--- src/rtl/core/ocm_pkg.sv ---
`timescale 1ns / 1ps
package ocm_pkg;
	localparam int unsigned W = 32;
	localparam logic [16:0] BETA_ONE = 17'd65536;
	localparam logic [16:0] K_SHRINK = 17'd45875;
	localparam logic [16:0] K_GROW = 17'd70124;
	localparam logic [16:0] K_LOWDECAY = 17'd64881;
	localparam logic [16:0] K_UPGROW = 17'd66191;

	typedef enum logic [2:0] {
		REG_INIT = 3'd0,
		REG_SPREAD = 3'd1,
		REG_BETA = 3'd2,
		REG_MAX = 3'd3,
		REG_MIN = 3'd4,
		REG_GTHR = 3'd5,
		REG_STHR = 3'd6
	} reg_idx_t;

	typedef struct packed {
		logic start;
		logic [63:0] num;
		logic [32:0] den;
	} div_req_t;

	typedef struct packed {
		logic busy;
		logic done;
		logic [63:0] quo;
	} div_rsp_t;
endpackage

--- src/rtl/core/ocm_div.sv ---
`timescale 1ns / 1ps
module ocm_div (
	input logic clk,
	input logic arst_n,
	input ocm_pkg::div_req_t req,
	output ocm_pkg::div_rsp_t rsp
);
	import ocm_pkg::*;

	// Restoring divider, one quotient bit per cycle.
	logic [63:0] quo_q;
	logic [32:0] den_q;
	logic [33:0] rem_q;
	logic [6:0] cnt_q;
	logic busy_q, done_q;
	logic [33:0] shifted;
	logic [34:0] diff;

	always_comb begin
		shifted = {rem_q[32:0], quo_q[63]};
		diff = {1'b0, shifted} - {2'b0, den_q};
	end

	always_ff @(posedge clk or negedge arst_n) begin
		if (!arst_n) begin
			busy_q <= 1'b0;
			done_q <= 1'b0;
			cnt_q <= '0;
		end else begin
			done_q <= 1'b0;
			if (req.start) begin
				busy_q <= 1'b1;
				cnt_q <= 7'd0;
			end else if (busy_q) begin
				cnt_q <= cnt_q + 7'd1;
				if (cnt_q == 7'd63) begin
					busy_q <= 1'b0;
					done_q <= 1'b1;
				end
			end
		end
	end

	always_ff @(posedge clk) begin
		if (req.start) begin
			quo_q <= req.num;
			den_q <= req.den;
			rem_q <= '0;
		end else if (busy_q) begin
			if (!diff[34]) begin
				rem_q <= diff[33:0];
				quo_q <= {quo_q[62:0], 1'b1};
			end else begin
				rem_q <= shifted;
				quo_q <= {quo_q[62:0], 1'b0};
			end
		end
	end

	assign rsp.busy = busy_q;
	assign rsp.done = done_q;
	assign rsp.quo = quo_q;
endmodule

--- config.mk ---
export PLATFORM = sky130hd
export DESIGN_NAME = ocm_div
export DESIGN_NICKNAME = d
export VERILOG_FILES = /design/src/rtl/core/ocm_pkg.sv /design/src/rtl/core/ocm_div.sv
export SDC_FILE = /design/constraint.sdc
export NUM_CORES = 1
export LEC_CHECK = 0
export CORE_MARGIN = 3
export CORE_UTILIZATION = 60
export CTS_CLUSTER_DIAMETER = 40
export DETAILED_ROUTE_END_ITERATION = 12
export DONT_BUFFER_PORTS = 1
export GPL_TIMING_DRIVEN = 0
export HOLD_SLACK_MARGIN = 0.06
export PLACE_DENSITY = 0.76
export SYNTH_ARGS = -nofsm -noshare
export SYNTH_HDL_FRONTEND = slang
export SYNTH_SLANG_ARGS = --single-unit
export TNS_END_PERCENT = 100
--- constraint.sdc ---
create_clock -name clk -period 4.45 [get_ports clk]
set_input_delay 0.6675 -clock clk [delete_from_list [all_inputs] [get_ports clk]]
set_output_delay 0.6675 -clock clk [all_outputs]
set_load 0.02 [all_outputs]
Yosys cells after proc, flatten, opt, wreduce, memory -nomap -nowiden
Index checks and enable logic that the tools add are counted.
Word-level totals
  output and inout port bits: 66
  input port bits: 100
  register bits: 139
  logic and storage cells: 22
Cells by class
  reductions and logical operators: 1
  multiplexer cells: 12
  add/sub/neg operators: 2
  equality and inequality tests: 1
Operators by type and width (count)
  64-bit 2-to-1 mux: 2
  34-bit by 33-bit subtractor with 35-bit output: 1
  33-bit 2-to-1 mux: 1
  7-bit 2-to-1 mux: 2
  7-bit by 1-bit adder with 7-bit output (second input constant): 1
  7-bit by 6-bit == test with 1-bit output (second input constant): 1
  1-bit 2-to-1 mux: 7
  2-bit nonzero test: 1

Logic depth before layout (Yosys ltp)
Gate-level depths: netlist of the first run.
  word-level depth: 4
  depth in mapped cells: 15
  depth with buffers taken out: 13

Least setup slack after synthesis of the first run
OpenSTA, ideal clock, no wires.
  kind: input port to flip-flop
  start: input port req[97] (netlist name)
  end: register quo_q[0] (enable)
  required time: 4032 ps
  data arrival time: 2689 ps
  path buffers: 2
  stages: 4
  slack: 1343 ps
  library setup time: 418 ps
  path through: clkbuf_1 -> clkbuf_1 -> nor2_1 -> inv_1
Between the ends
  cells in the longest elaborated chain, start to end: 1
RTL lines
  start, declared: RTL line ocm_div.sv:5  | input ocm_pkg::div_req_t req,
  2-bit nonzero test (no source line)
  end signal, assigned: RTL line ocm_div.sv:46  | quo_q <= req.num;
  end signal, assigned: RTL line ocm_div.sv:52  | quo_q <= {quo_q[62:0], 1'b1};
  end signal, assigned: RTL line ocm_div.sv:55  | quo_q <= {quo_q[62:0], 1'b0};
  end, declared: RTL line ocm_div.sv:11  | logic [63:0] quo_q;
Every way passes these cells.
A chain may end at the register's enable or synchronous reset.

Worst setup path after layout of the first run
  start: register quo_q[63]
  end: register rem_q[16]
Between the ends
  cells in the longest elaborated chain, start to end: 2
RTL lines
  34-bit by 33-bit subtractor with 35-bit output: RTL line ocm_div.sv:21  | diff = {1'b0, shifted} - {2'b0, den_q};
  33-bit 2-to-1 mux: RTL line ocm_div.sv:50  | if (!diff[34]) begin
  end signal, assigned: RTL line ocm_div.sv:51  | rem_q <= diff[33:0];
  end signal, assigned: RTL line ocm_div.sv:54  | rem_q <= shifted;
  end, declared: RTL line ocm_div.sv:13  | logic [33:0] rem_q;
Every way passes these cells.

==> results of run 1 <==
[metal layers]
layer | GRT usage | part of all wire
met3 | 0.107 | 0.091
met2 | 0.412 | 0.50
met4 | 0.0742 | 0.021
met1 | 0.299 | 0.39
met5 | 0 | 0
[state kept, by name, indices dropped and copies added, names as in the netlist]
signal	count
quo_q	64
den_q	33
rem_q	33
cnt_q	7
busy_q	1
done_q	1
[cell families (layout without fill, tap and decap cells)]
| logic type | Yosys count | in the layout |
|---|---|---|
| adder cells (fa/ha/maj) | 35 | 35 |
| buffers and inverters | 73 | 107 |
| multiplexers | 71 | 71 |
| AO/OA/AOI/OAI | 158 | 158 |
| XOR/XNOR | 32 | 32 |
| flip-flops | 139 | 139 |
| AND/OR/NAND/NOR | 142 | 142 |
[worst min path at each step]
stage | end | depth (start not counted) | from
3_3_place_gp | cnt_q[4] | 0 | arst_n
6_report | den_q[3] | 0 | req[3]
2_1_floorplan | busy_q | 0 | arst_n
3_5_place_dp | done_q | 0 | arst_n
5_1_grt | den_q[1] | 0 | req[1]
4_1_cts | den_q[1] | 0 | req[1]
[metrics by stage]
| stage | instances | setup slack, ns | util | instance area, sq um | power (W) |
|---|---|---|---|---|---|
| after floorplan | 650 | 1.34 | - | 7330 | 0.00311 |
| after global placement | 793 | 0.386 | 0.644 | 7510 | 0.00340 |
| after detailed placement | 794 | 1.04 | 0.646 | 7530 | 0.00345 |
| after CTS | 827 | 0.998 | 0.692 | 8070 | 0.00474 |
| after global routing | 827 | 0.746 | 0.692 | 8070 | 0.00502 |
| final | 827 | 1.02 | 0.692 | 8070 | 0.00473 |
[area by class of cell]
cell class | instances | share of cell area
multi-input cells | 438 | 0.399
clock buffers | 18 | 0.0532
repair buffers | 2 | 0.00372
plain buffers | 33 | 0.0197
flip-flops and latches | 139 | 0.471
inverters | 40 | 0.0186
well taps | 143 | 0.0222
clock inverters | 14 | 0.0121
[power by group through the flow]
stage               registers [W]  logic [W]  clock network (W)
global route              0.00190    0.00177            0.00135
finish                    0.00187    0.00159            0.00127
detailed placement        0.00189    0.00156                  0
floorplan                 0.00183    0.00127                  0
global placement          0.00189    0.00151                  0
CTS                       0.00187    0.00158            0.00129
[cells in the final DEF, fill, tap and decap left out, types with 11 or more instances in the layout]
cell       instances
a21oi_1           52
a21o_1            11
dfxtp_1           33
clkbuf_16         17
inv_1             39
clkbuf_1          21
ha_1              34
xnor2_1           12
o21ai_0           25
nor2_1            62
nand2_1           33
a211oi_1          21
edfxtp_1          97
mux2_2            64
xor2_1            20
==> impl_metrics.yaml, run 1 <==
route:
  post-route-drc-count: 0
  num_vias: 5124
  drt_first_pass_iters: 7
  wire_per_inst_um: 20.0
  drtAntennaViolNets: 0
  wl_um: 16600
  initialDrtViolationCount: 409
  drt-vias-per-instance: 6.20
yosys:
  syn_area_sq_um: 7330
  synth_top_cell_by_area: "edfxtp_1"
  synth_top_family_by_area: "compound AO/OA/AOI/OAI gates"
  synth_simple_gate_area_frac: 0.0893
  synth_edf_count: 97
  synth_warnings: 0
  yosys.area_share.adder: 0.0608
  synth_cell_type_count: 61
  synthArstFlopShare: 0.0647
  ys_top_cells_by_count: "edfxtp_1 (97), mux2_2 (64), nor2_1 (62), a21oi_1 (52), inv_1 (40)"
  synthXorXnorAreaFrac: 0.0382
  synthTopCellsByArea: "edfxtp_1 (40%), mux2_2 (9.8%), dfxtp_1 (9.0%), ha_1 (5.8%), a21oi_1 (3.6%)"
  syn_inst: 650
  netlist.area_leader.share: 0.397
  avgSynthCellArea_sq_um: 11.3
  synth_compound_area_frac: 0.143
  yosys-mux-area-fraction: 0.108
  syn_nets: 785
  synthMostInstantiatedCell: "edfxtp_1"
  synth-seq-cells: 139
  ys_seq_area_frac: 0.518
  ys.flop_type: "edfxtp_1"
cts:
  cts_setup_buffers: 0
  cts_root_buf: "clkbuf_16"
  cts_sinks: 139
  htreeDepth: 4
  insertion_delay_ns: 0.42
  numCtsBuffers: 17
  cts_tree: "built"
  cts_resized: 0
  path_clk_slew_ns: 0.06
  cts.path.max_buffers: 2
  ctsHoldBuffers: 1
setup_path:
  worstRegToRegCells: 15
  worst-endpoint-arrival_ns: 3.70
  crit_buf_inv: 4
  start_kind: "flip-flop"
  critical_path.max_fanout: 10
  cp-endpoint: "rem_q[16]"
  crit_start: "quo_q[63]"
  timing.rr.end: "rem_q[16]"
  cp_cell_sequence: "inv_1 > ha_1 > inv_1 > fa_1 > a211o_1 > a21oi_2 > o31a_2 > o211ai_2 > a22o_1 > nor3_2 > buf_6 > buf_2 > nor2_1 > a21oi_1 > a211oi_1"
  cp-end-kind: "flip-flop"
  crit_cells: 15
  reg2reg_from: "quo_q[63]"
  path_class: "reg2reg"
  worst_path_max_delay_cell: "edfxtp_1"
  critical_path.top_delay_family: "compound AO/OA/AOI/OAI gates"
  critical_path_required_ns: 4.73
  r2r_slack_ns: 1.02
  cp_slowest_stage_delay_ns: 0.52
  crit_path_frequent_cell: "inv_1"
layout:
  antennaDiodeCount: 0
  syn_to_final_growth_pct: 10.0
  regArea_sq_um: 3800
  drive_gt1_frac: 0.165
  multi_input_area_sq_um: 3220
  num-nets-final: 806
  fill_cells: 857
min_path:
  hold_path_class: "in2reg"
placement:
  place_hpwl_um: 12000
  gp_congestion: 0.965
  port_buffers: 0
grt:
  grt_first_pass_wirelength_um: 25900
  gr-usage-all-layers: 0.250
  antenna_found_initial: 0
  grt_pass1_vias: 5256
  grt-ovfl-total: 0
  grt_max_degree: 51
power_and_ir_drop:
  vdd_ir_drop_max_uv: 345
  switching_share: 0.361
  power.switching_w: 0.00171
  comb_power_share: 0.336
  clkPwrFrac: 0.268
  power.density_nw_per_um2: 587
  leakage_nw: 3.26
  intPower_w: 0.00302
  seqPwrFrac: 0.396
sta:
  fmax_mhz: 292
  period_minus_slack_ns: 3.43
  relSlewSlack: 0.443
  hold_viol: 0
  finalHoldWorstSlack_ns: 0.336
  worst_slew_pin_slew_ns: 0.833
  clock_skew_ns: 0.00555
  finalSetupViolCount: 0
  maxSlewViolCount: 0
  rsz0062_at_grt: "false"
  fin_crit_sh: 0.770
  fin_setup_tns_ns: 0
floorplanning:
  die_h_um: 117
  start_util: 0.628
  ios: 166
  core_region_area_sq_um: 11700
  rows: 39
  die_area_sq_um: 13600
  die_x_um: 117
flow_run:
  maxCapViolCount: 0
run_status:
  status: "finished clean"
No activity file was read; power rests on OpenSTA's default activity.
==> inputs of run 2 (changes only) <==
- CORE_UTILIZATION: 60 -> 58
- clock period: 4.45 -> 2.85 ns (I/O delays scaled with it)
==> run 2 against run 1 <==
- the flow now finishes with violations (setup timing)
- clock skew up 0.0044 ns
- combinational power rose by 110%
- global-route usage is 0.082 points lower
- worst setup slack got worse by 1.5 ns
- clock power increased by 64%
- fmax is 4.1% higher
- critical path depth did not move
- cell count up 6.3%
- design area is 6.3% higher
==> impl_metrics.yaml, run 2 (synthesis gave the netlist of run 1 again) <==
sta:
  fin_ws_ns: -0.443
  rsz0062_at_grt: "true"
  fin_crit_sh: 1.16
  clock_skew_ns: 0.00999
  worst_slew_pin_slew_ns: 1.00
  hold_viol: 0
  fmax_mhz: 304
  relSlewSlack: 0.331
  maxSlewViolCount: 0
  finalSetupViolCount: 34
  period_minus_slack_ns: 3.29
  fin_setup_tns_ns: -11.87
layout:
  antennaDiodeCount: 0
  fill_cells: 850
  largest_register_ffs: 64
  syn_to_final_growth_pct: 17.0
  mostFrequentLayoutCell: "edfxtp_1"
  final_cell_mix: "edfxtp_1 (97), mux2_2 (63), nor2_1 (53)"
  reg.largest.list: "quo_q (64), den_q (33), rem_q (33)"
  largest_register: "quo_q"
  instances_no_fill: 879
  regArea_sq_um: 3800
  multi_input_area_sq_um: 3380
  drive_gt1_frac: 0.238
  num-nets-final: 833
setup_path:
  critical_path_required_ns: 3.18
  start_kind: "flip-flop"
  cp-end-kind: "flip-flop"
  critical_path.top_delay_family: "compound AO/OA/AOI/OAI gates"
  worst-endpoint-arrival_ns: 3.62
  crit_buf_inv: 5
  crit_cells: 15
  path_class: "reg2reg"
  cp_slowest_stage_delay_ns: 0.55
  worstRegToRegCells: 15
  reg2reg_from: "quo_q[63]"
  timing.rr.end: "rem_q[9]"
  critical_path.max_fanout: 6
  cp-endpoint: "rem_q[9]"
  r2r_slack_ns: -0.44
  worst_path_max_delay_cell: "edfxtp_1"
  crit_start: "quo_q[63]"
  cp_cell_sequence: "inv_1 > ha_2 > inv_2 > fa_2 > a211o_1 > a21oi_2 > o31a_2 > o211ai_4 > a22o_1 > nor3_4 > buf_6 > buf_12 > buf_4 > a21oi_1 > a211oi_1"
route:
  drt-vias-per-instance: 5.99
  wire_per_inst_um: 19.9
  num_vias: 5268
  wl_um: 17500
  drtAntennaViolNets: 0
  drt_first_pass_iters: 5
  post-route-drc-count: 0
  initialDrtViolationCount: 365
placement:
  dp.cells: 818
  place_hpwl_um: 11900
  gp_congestion: 0.967
  pre_cts_slack_ns: -1.04
  port_buffers: 0
run_status:
  violations: "setup timing"
  status: "finished with violations"
cts:
  cts_sinks: 139
  htreeDepth: 4
  numCtsBuffers: 17
  path_clk_slew_ns: 0.06
  cts.path.max_buffers: 2
  insertion_delay_ns: 0.42
  cts_tree: "built"
  cts_root_buf: "clkbuf_16"
grt:
  grt_pass1_vias: 5531
  grtUsageMet3: 0.0923
  grt_first_pass_wirelength_um: 27800
  antenna_found_initial: 0
  grt-ovfl-total: 0
  gr-usage-all-layers: 0.249
  grt_use_met2: 0.420
  use_met1: 0.297
  grt.busiest_layer: "met2"
  grt_max_degree: 35
min_path:
  hold_path_class: "in2reg"
power_and_ir_drop:
  power.switching_w: 0.00300
  intPower_w: 0.00532
  total_power_w: 0.00831
  switching_share: 0.360
  comb_power_share: 0.397
  power.density_nw_per_um2: 969
  clkPwrFrac: 0.250
  leakage_nw: 3.46
  seqPwrFrac: 0.354
  vdd_ir_drop_max_uv: 534
floorplanning:
  die_area_sq_um: 14000
  rows: 40
  start_util: 0.603
  die_h_um: 118
  core_region_area_sq_um: 12200
  die_x_um: 118
  ios: 166
flow_run:
  maxCapViolCount: 0
run 2: cell count changes in the layout (fill, tap and decap cells not counted), moves of 4 or more:
| cell | delta |
|---|---|
| buf_6 | +5 |
| nor2_4 | +7 |
| buf_8 | +4 |
| buf_4 | +15 |
| a21oi_1 | -8 |
| a21oi_2 | +8 |
| o21ai_1 | +6 |
| nor2_1 | -9 |
| o21ai_0 | -7 |
run 2: cell type report:
type	count	area share
Sequential cell	139	0.443
Inverter	40	0.0179
Timing Repair inverter	3	0.00263
Buffer	33	0.0236
Tap cell	168	0.0245
Multi-Input combinational cell	438	0.394
Clock inverter	12	0.0136
Clock buffer	20	0.0509
Timing Repair Buffer	26	0.0295
run 2: worst min path at each step:
stage | start | to | cells past startpoint | slack [ns]
floorplan | arst_n | busy_q | 0 | 0.13
global placement | arst_n | done_q | 0 | 0.13
detailed placement | arst_n | done_q | 0 | 0.13
CTS | req[32] | den_q[32] | 0 | 0.09
global route | req[32] | den_q[32] | 0 | 0.09
finish | req[32] | den_q[32] | 0 | 0.10
run 2: what timing repair did:
item / in CTS / in global routing
endpoints found under the setup margin: 98 / 34
setup buffers: 15 / 8
gates cloned: 7 / 0
resized for setup: 63 / 12
pin swaps: 32 / 7
hold buffers: 1 / 0
endpoints found under the hold margin: 9 / 0
run 2: power groups by stage:
stage	clock, W	combinational, W	sequential [W]
floorplan	0	0.00199	0.00287
global placement	0	0.00237	0.00295
detailed placement	0	0.00243	0.00296
CTS	0.00209	0.00317	0.00293
global route	0.00218	0.00359	0.00298
finish	0.00208	0.00330	0.00294
run 2: worst register-to-register path, delay by kind of cell, from the launching register on:
family	cells	cell delay [ns]
buf+inv	5	0.61
simple gates	1	0.17
flops	1	0.55
fa+ha+maj	2	0.53
compound gates	7	1.35
run 2: through the flow:
step / hold slack, ns / area, sq um / utilization
6_report: 0.104 / 8580 / 0.705
5_1_grt: 0.0890 / 8580 / 0.705
4_1_cts: 0.0947 / 8530 / 0.701
3_5_place_dp: 0.132 / 7550 / 0.620
3_3_place_gp: 0.132 / 7550 / 0.620
2_1_floorplan: 0.132 / 7340 / -
run 2: metal layers:
| metal | routed length (um) | share of wire |
|---|---|---|
| met5 | 0 | 0 |
| met4 | 326 | 0.019 |
| met3 | 1350 | 0.077 |
| met2 | 8790 | 0.50 |
| met1 | 7050 | 0.40 |
